[config.mk]
export PLATFORM = sky130hd
export DESIGN_NAME = hfv_ram
export DESIGN_NICKNAME = d
export VERILOG_FILES = /design/src/hdl/hfv_ram.sv
export SDC_FILE = /design/constraint.sdc
export NUM_CORES = 1
export LEC_CHECK = 0
export BUFFER_PORTS_ARGS = -buffer_cell sky130_fd_sc_hd__buf_2
export CORE_ASPECT_RATIO = 0.5
export CORE_MARGIN = 2
export CORE_UTILIZATION = 30
export DETAILED_ROUTE_END_ITERATION = 12
export GPL_ROUTABILITY_DRIVEN = 0
export HOLD_SLACK_MARGIN = 0.12
export SYNTH_ARGS = -nofsm -noshare
export SYNTH_HDL_FRONTEND = slang
export SYNTH_SLANG_ARGS = --single-unit
[constraint.sdc]
create_clock -name i_clk -period 1.9 [get_ports i_clk]
set_input_delay 0.095 -clock i_clk [delete_from_list [all_inputs] [get_ports i_clk]]
set_output_delay 0.095 -clock i_clk [all_outputs]
set_load 0.05 [all_outputs]
[src/hdl/hfv_ram.sv]
`default_nettype none
module hfv_ram #(
    parameter int WIDTH = 8,
    parameter int DEPTH = 16
) (
    input  wire logic                     i_clk,
    input  wire logic                     i_we,
    input  wire logic [$clog2(DEPTH)-1:0] i_waddr,
    input  wire logic [WIDTH-1:0]         i_wdata,
    input  wire logic [$clog2(DEPTH)-1:0] i_raddr,
    output logic      [WIDTH-1:0]         o_rdata
);

    logic [WIDTH-1:0] r_mem [DEPTH];

    always_ff @(posedge i_clk) begin
        if (i_we) begin
            r_mem[i_waddr] <= i_wdata;
        end
        o_rdata <= r_mem[i_raddr];
    end

endmodule
`default_nettype wire

[Word-level counts from Yosys, hierarchy flattened]
Memories as Yosys holds them, arrays and structs flattened. A register that Yosys moved wholly into a read port is not among the register bits.
Cells that the tools add are included.
Operators by class
  mux-type cells: 2
Operator list (count)
  two-way mux 1 bit: 2
Storage, ports and cells
  memories: 1
  bits in writable memories: 128
  bits of input ports: 18
  output and inout bits: 8
  flip-flop bits (word level): 0
  logic and storage cells: 3
Memories
  r_mem: words 16, bits a word 8, read ports 1, clocked after Yosys merged registers in 1, write ports 1, RTL line 14  | logic [WIDTH-1:0] r_mem [DEPTH];

[Logic depth before layout (Yosys ltp)]
Gate-level depths: netlist (run 1).
  depth in word-level cells: 2
  gate-level depth with buffers: 5
  gate-level depth less buffers: 3

[Least setup slack after synthesis (run 1)]
No wires, ideal clock.
  path type: in2reg
  start point: in i_waddr[2]
  end point: mem r_mem[0][0] (enable)
  data arrival time: 1.205 ns
  buffers on the path: 0
  required time: 1.517 ns
  setup slack: 0.312 ns
  setup time: 0.383 ns
  stages on the path: 2
  path through: or3b_2 > nor3_1
RTL lines
  from (decl): RTL line 8  | input wire logic [$clog2(DEPTH)-1:0] i_waddr,
  to (decl): RTL line 14
No word-level cell before the write port.

==> impl_metrics.toml, run 1 <==
[setup_path]
cp_slowest_cell = "mux4_2"
required_ps = 2180
end_kind = "register"
crit_fanout = 1
arrival_ps = 1710
setup.worst_path.class = "register to register"
crit_chain = "mux4_2 > a22oi_1 > nand2_1"
critPathLaunchType = "register"
critPathMaxStageDelay_ps = 460
reg2regPathDepth = 3

[floorplan]
core_area_sq_um = 16600
die_x_um = 189
fp-row-count = 33
die_area_sq_um = 18300
start_util_pct = 31.0
io_pins = 26
die_h_um = 96.6

[placed_design]
dpl.hpwl_um = 6610
placedCellCount = 493
io_buffer_count = 25

[cells_and_area]
fillers = 1489
nets = 311
areaGrowthSynthToFinish_pct = 22.6
diodes = 0
fin_util_pct = 38.0
drive_gt1_share_pct = 29.1
final_cell_mix = "edfxtp_1, buf_2, buf_4"
layout.cells.most_common = "edfxtp_1"
fin_cells = 533

[detailed_routing]
drt-initial-drc-count = 166
drc_errors = 0
ant_nets = 0
drt_pass1_iterations = 4
drt_wl_total_um = 10300
vias = 2510
avgRoutedWirePerCell_um = 19.4
via_per_inst = 4.71

[cts]
clockBufferDepth = 2
clkTransAtPathRegs_ps = 60
cts_made_buffers = 17
clock-root-buffer = "clkbuf_16"
post_cts_resized = 0
cts_num_sinks = 136
cts_tree = "done"
clock_latency_ps = 420
htreeDepth = 4

[grt]
top_usage_layer = "met2"
grt_max_degree = 25
globalRouteMet3Util_pct = 3.19
use_met1_pct = 14.9
grt_antenna_before_repair = 0
grt_use_met2_pct = 20.3
grt_pass1_wl_um = 15900
grt_pass1_vias = 2671
grtUsageTotal_pct = 12.2
grt-ovfl-total = 0

[power_and_ir_drop]
powerDensity_nw_per_um2 = 1100
p_leak_nw = 2.13
ir_worst_vdd_mv = 0.582
finalPower_mw = 6.93

[sta]
slew-limit-headroom_pct = 61.3
worst-slew-pin-transition_ps = 578
hold_ws_ps = 242
finClkSkew_ps = 13.5
fin_setup_tns_ps = 0
fin_crit_ps = 1440
hold_violations = 0
max_freq_mhz = 697
finalSetupViolCount = 0
timing.final.crit_share_pct = 75.5
rsz0062_at_grt = "false"
drv_slew = 0

[yosys]
synthesis.area_sq_um = 5150
postSynthCellCount = 229
yosysWarnings = 0
syn_nets = 247
syn_avg_cell_area_sq_um = 22.5
ys_types = 19
ys_seq_area_share_pct = 77.8
ys_ff_latch = 136

[flow_run]
cap_viol_max_count = 0

[hold_path]
hold_depth = 4
hold_path_class = "primary input to register"

[status]
status = "completed"
[critical path: cells and delay by family (launching register included)]
kind | cells | cell delay [ps]
AO/OA/AOI/OAI | 1 | 380
AND/OR/NAND/NOR | 1 | 90
flip-flops | 1 | 370
multiplexers | 1 | 460
[registers in the layout, indices dropped and copies added, names as in the netlist]
name     cells
o_rdata      8
r_mem      128
[final cells by class]
class	instances	area (sq um)	share of cell area [%]
sequential	136	4000	63.4
multi-input combinational	83	1060	16.8
clock buffer	21	440	6.98
timing repair buffer	55	395	6.26
tap	227	284	4.50
clock inverter	11	130	2.06
[metal layers]
metal,share of wire (%),vias up
met2,51,92
met3,5.8,10
met4,1.0,0
li1,-,1103
met1,42,1305
met5,0,-
[worst paths after layout]
path                              endpoint          from  slack [ps]
worst min-delay path            o_rdata[5]    i_raddr[3]         240
worst min register to register  o_rdata[1]  r_mem[15][1]         680
worst max register to register  o_rdata[7]  r_mem[10][7]         460
worst max-delay path            o_rdata[7]  r_mem[10][7]         460
[repair_timing]
item,4_1_cts,5_1_grt
buffers inserted,0,0
setup endpoints to repair,0,0
endpoints found under the hold margin,128,0
hold buffers,8,0
[power breakdown]
| group | internal (mW) | switching [mW] | total [mW] |
|---|---|---|---|
| registers | 3.36 | 0.0215 | 3.38 |
| logic | 0.150 | 0.245 | 0.394 |
| clock network | 2.04 | 1.12 | 3.16 |
| total | 5.54 | 1.39 | 6.93 |
[synth_stat cells]
cell,count,area [sq um]
edfxtp_1,128,3840
and2_1,1,6.26
nor3_1,4,20.0
or3b_2,1,8.76
mux4_1,14,368
buf_4,1,7.51
nand3_1,1,5.00
nor2b_1,1,6.26
mux4_2,18,405
buf_2,3,15.0
dfxtp_1,8,160
buf_6,3,33.8
nand2_1,9,33.8
nand3b_1,2,15.0
nand2b_1,2,12.5
a22oi_1,16,120
and2b_1,1,7.51
clkdlybuf4s25_2,3,30.0
nor2_1,13,48.8
[cells by family (layout without fill, tap and decap cells)]
group,Yosys count,in the layout,synth area share (%)
DFF,136,136,77.8
and+or+nand+nor,35,35,3.18
muxes,32,32,15.0
AOI/OAI and AO/OA,16,16,2.33
buffers and inverters,10,87,1.68
[per-stage QoR]
stage          cell area, sq um  setup WS, ps
4_1_cts                    6310           466
5_1_grt                    6310           418
3_5_place_dp               5660           228
6_report                   6310           465
2_1_floorplan              5150           312
3_3_place_gp               5660           215
Note: power is estimated with default switching activity, not from simulation.
==> inputs of run 2 (changes only) <==
ABC_AREA = 1   (was default)
clock period = 1.3 ns   (was 1.9 ns; I/O delays follow)
==> run 2 against run 1 <==
Against the previous run: hold slack improved by 25 ps; clock skew fell by 8.4 ps; area after synthesis increased by 12%; worst setup slack worse by 300 ps; final area increased by 9.2%; register-to-register slack got worse by 180 ps; clock power grew 36%; routed wire length rose by 22%; largest power group unchanged.
==> impl_metrics.toml, run 2 <==
[sta]
worst-slew-pin-transition_ps = 439
slew-limit-headroom_pct = 70.7
rsz0062_at_grt = "false"
hold_ws_ps = 267
timing.final.crit_share_pct = 87.2
fin_ws_ps = 166
finClkSkew_ps = 5.06
fin_setup_tns_ps = 0
drv_slew = 0
fin_crit_ps = 1130
hold_violations = 0
max_freq_mhz = 882
finalSetupViolCount = 0

[cts]
cts_made_buffers = 17
htreeDepth = 4
clock-root-buffer = "clkbuf_16"
cts_num_sinks = 136
clkTransAtPathRegs_ps = 60
cts_setup_buffers = 0
clockBufferDepth = 2
clock_latency_ps = 410
cts_tree = "done"

[setup_path]
r2r_start = "r_mem[1][0]"
critPathMaxStageDelay_ps = 530
crit_fanout = 16
reg2regPathDepth = 6
setup.worst_path.class = "primary input to register"
r2r_slack_ps = 280
arrival_ps = 1440
r2r-end = "o_rdata[0]"
crit_buf_inv = 4
cpMostUsedCell = "nand3_1"
cpLargestDelayFamily = "buffers and inverters"
critPathLaunchType = "primary input"
required_ps = 1610
end_kind = "register"
cp_slowest_cell = "dlygate4sd3_1"
crit_chain = "dlygate4sd3_1 > buf_2 > inv_1 > buf_4 > nand3_1 > nand3_1 > nand2_1"

[yosys]
synthesis.area_sq_um = 5770
ys_ff_latch = 136
synth-edff-count = 128
synthArstFlopShare_pct = 0
synth_top_area_share_pct = 66.7
synth_commonest_cells = "nand2_1, edfxtp_1, inv_1, nand3_1, nor2_1"
ys_seq_area_share_pct = 69.4
ys.flop_type = "edfxtp_1"
syn_avg_cell_area_sq_um = 10.5
synth_area_leaders = "edfxtp_1, nand2_1, nand3_1"
postSynthCellCount = 551
ys_types = 12
synth_area_leader_cell = "edfxtp_1"
yosysWarnings = 0
syn_nets = 569
post-synth-top-count-cell = "nand2_1"

[cells_and_area]
nets = 623
fin_util_pct = 37.0
layout.cells.most_common = "nand2_1"
final_cell_mix = "nand2_1, edfxtp_1, inv_1"
areaGrowthSynthToFinish_pct = 19.5
largestRegisters = "r_mem (128), o_rdata (8)"
largest_register = "r_mem"
drive_gt1_share_pct = 12.8
largest_register_ffs = 128
diodes = 0

[grt]
grt-ovfl-total = 0
grt_max_degree = 65
grt_antenna_before_repair = 0
grtUsageTotal_pct = 13.2
grt_pass1_wl_um = 19600
grt_pass1_vias = 3511

[floorplan]
io_pins = 26
core_area_sq_um = 18600
start_util_pct = 31.0
fp-row-count = 35
die_x_um = 200
die_area_sq_um = 20400
die_h_um = 102

[hold_path]
hold_start = "i_raddr[1]"
hold_path_class = "primary input to register"
hold_depth = 6
whs_endpoint = "o_rdata[4]"

[placed_design]
dpl.hpwl_um = 7800
dp_slack_ps = 84.0
io_buffer_count = 25

[detailed_routing]
drt-initial-drc-count = 364
via_per_inst = 4.29
vias = 3762
ant_nets = 0
drc_errors = 0
drt_wl_total_um = 12600
avgRoutedWirePerCell_um = 14.3
drt_pass1_iterations = 5

[power_and_ir_drop]
ir_worst_vdd_mv = 1.06
p_leak_nw = 2.93
powerDensity_nw_per_um2 = 1450

[flow_run]
cap_viol_max_count = 0

[status]
status = "completed"
run 2: changes by cell type after synthesis, moves of 4 or more:
cell / previous run / this run
a22oi_1: 16 / 0
buf_2: 3 / 13
inv_1: 0 / 100
mux4_1: 14 / 0
mux4_2: 18 / 0
nand2_1: 9 / 173
nand3_1: 1 / 97
nor2_1: 13 / 17
nor3_1: 4 / 0
run 2: worst max-delay path by stage:
| stage | start | endpoint | slack (ps) | cells after the start |
|---|---|---|---|---|
| after global routing | i_raddr[2] | o_rdata[0] | 100 | 7 |
| after floorplan | i_waddr[2] | r_mem[10][0] | 280 | 2 |
| after CTS | i_raddr[2] | o_rdata[0] | 150 | 7 |
| after global placement | i_raddr[1] | o_rdata[5] | 80 | 7 |
| after detailed placement | i_raddr[1] | o_rdata[7] | 80 | 7 |
| final | i_raddr[2] | o_rdata[0] | 170 | 7 |
run 2: routing by layer:
layer / part of all wire [%] / vias up / GRT usage (%)
li1: - / 1879 / -
met1: 48 / 1794 / 18.2
met2: 47 / 78 / 20.7
met3: 4.1 / 11 / 2.97
met4: 1.0 / 0 / 4.50
met5: 0 / - / 0
run 2: worst register-to-register path, cell delays in order, from the launching register on:
cell and delay [ps]:
edfxtp_1 360, inv_1 60, nand2_1 50, nand3_1 90, nand3_1 130, nand3_1 160
nand2_1 70
run 2: layout make-up:
| type | count | area [sq um] |
|---|---|---|
| fill | 1803 | 11700 |
| sequential | 136 | 4000 |
| multi-input combinational | 289 | 1210 |
| timing repair buffer | 59 | 430 |
| clock buffer | 17 | 425 |
| inverter | 102 | 383 |
| tap | 259 | 324 |
| clock inverter | 15 | 113 |
run 2: where the power goes:
group          total (mW)  leakage [nW]  switching (mW)  internal [mW]
logic               0.722          1.47           0.517          0.205
registers            4.93          1.22          0.0265           4.90
clock network        4.31         0.243            1.73           2.58
run 2: repair_timing:
| action | CTS | global route |
|---|---|---|
| hold endpoints to repair | 135 | 0 |
| resized for setup | 0 | 0 |
| endpoints found under the setup margin | 0 | 0 |
| hold buffers | 10 | 0 |
run 2: kinds of logic (layout without fill, tap and decap cells):
logic type | after synthesis | in the layout | synth area share [%]
buf+inv | 126 | 193 | 9.52
simple gates | 289 | 289 | 21.0
flops | 136 | 136 | 69.4
run 2: through the flow:
step                      power, mW  cells  cell area, sq um
after floorplan                5.46    551              5770
after global placement         5.71    835              6250
after detailed placement       5.72    835              6250
after CTS                      10.0    877              6890
after global routing           10.3    877              6890
final                          9.96    877              6890
==> inputs of run 3 (changes only) <==
ABC_AREA = default   (was 1)
==> run 3 against run 2 <==
Against the previous run: the run now ends with negative setup slack left; sequential share of layout area is 4.0 points higher; first-iteration DRC count is 51% lower; global-route usage shrank 1.4 points; critical endpoint is now o_rdata[4]; sequential power about the same; critical path depth decreased by 4.
==> impl_metrics.toml, run 3 (same netlist as run 1, synthesis figures left out) <==
[sta]
timing.final.crit_share_pct = 102
drv_slew = 0
fin_crit_ps = 1330
max_freq_mhz = 754
finalSetupViolCount = 3
fin_setup_tns_ps = -58.3
hold_violations = 0
fin_ws_ps = -25.4
hold_ws_ps = 215
slew-limit-headroom_pct = 41.3
finClkSkew_ps = 6.10
rsz0062_at_grt = "true"
worst-slew-pin-transition_ps = 877

[power_and_ir_drop]
p_int_mw = 8.47
seqPwrFrac_pct = 46.6
combPwrFrac_pct = 5.9
finalPower_mw = 10.6
power.share.clock_pct = 47.5
swShare_pct = 20.1
p_leak_nw = 2.15
p_sw_mw = 2.13
ir_worst_vdd_mv = 0.919
powerDensity_nw_per_um2 = 1640

[cells_and_area]
layout.cells.most_common = "edfxtp_1"
final_cell_mix = "edfxtp_1, mux4_2, buf_2"
drive_gt1_share_pct = 38.6
areaGrowthSynthToFinish_pct = 25.4
fin_area_sq_um = 6450
diodes = 0
nets = 316
largestRegisters = "r_mem (128), o_rdata (8)"
largest_register_ffs = 128
largest_register = "r_mem"

[detailed_routing]
ant_nets = 0
drt-initial-drc-count = 180
avgRoutedWirePerCell_um = 18.8
vias = 2493
drc_errors = 0
drt_wl_total_um = 10100
drt_pass1_iterations = 4
via_per_inst = 4.63

[floorplan]
core_area_sq_um = 16600
io_pins = 26
die_area_sq_um = 18300
die_x_um = 189
die_h_um = 96.6
start_util_pct = 31.0
fp-row-count = 33

[cts]
cts_tree = "done"
cts_setup_buffers = 0
clkTransAtPathRegs_ps = 60
clockBufferDepth = 2
clock-root-buffer = "clkbuf_16"
htreeDepth = 4
clock_latency_ps = 400
cts_made_buffers = 17
cts_num_sinks = 136

[setup_path]
critPathLaunchType = "register"
setup.worst_path.class = "register to register"
arrival_ps = 1610
r2r_slack_ps = -30
crit_fanout = 1
end_kind = "register"
required_ps = 1590

[grt]
grt-ovfl-total = 0
grt_antenna_before_repair = 0
grt_pass1_vias = 2641
grt_max_degree = 21
grtUsageTotal_pct = 11.8
grt_pass1_wl_um = 15600

[placed_design]
postPlaceCellArea_sq_um = 5740
io_buffer_count = 25
dpl.hpwl_um = 6430
dp_slack_ps = -233

[status]
failed_checks = "negative setup slack"
status = "complete, but fails checks"

[hold_path]
hold_path_class = "primary input to register"

[flow_run]
cap_viol_max_count = 0
==> run 3: final cells by class <==
type	count	area, sq um
Tap cell	227	284
Clock inverter	11	170
Multi-Input combinational cell	83	1060
Fill cell	1486	10100
Sequential cell	136	4000
Timing Repair Buffer	60	470
Clock buffer	21	460
==> run 3: layer usage <==
| layer | track usage [%] | routed length [um] |
|---|---|---|
| met2 | 19.7 | 5140 |
| met5 | 0 | 0 |
| met1 | 15.2 | 4310 |
| met3 | 3.08 | 575 |
| met4 | 3.94 | 104 |
==> run 3: worst max-delay path: stages (launching register included) <==
cell	delay, ps
edfxtp_1	360
mux4_2	470
a22oi_1	290
nand2_1	90
==> run 3: repair_timing <==
action | CTS | global route
setup endpoints to repair | 7 | 8
endpoints found under the hold margin | 128 | 0
hold buffers | 8 | 0
pin swaps | 8 | 2
resized for setup | 15 | 3
==> run 3: final timing paths <==
| check | start | to | depth (start not counted) |
|---|---|---|---|
| max | r_mem[3][4] | o_rdata[4] | 3 |
| min | i_waddr[0] | r_mem[0][2] | 3 |
| max reg2reg | r_mem[3][4] | o_rdata[4] | 3 |
| min reg2reg | r_mem[14][4] | o_rdata[4] | 3 |
==> run 3: per-stage QoR <==
stage,utilization (%),std cells
finish,38.9,538
floorplan,-,229
CTS,38.9,538
global route,38.9,538
global placement,34.6,498
detailed placement,34.6,498
==> run 3: power groups by stage <==
| stage | logic [mW] | clock network [mW] | registers (mW) |
|---|---|---|---|
| finish | 0.629 | 5.03 | 4.94 |
| global route | 0.672 | 5.31 | 4.94 |
| CTS | 0.633 | 5.11 | 4.94 |
| detailed placement | 0.590 | 0 | 5.03 |
| global placement | 0.579 | 0 | 5.02 |
| floorplan | 0.249 | 0 | 5.12 |
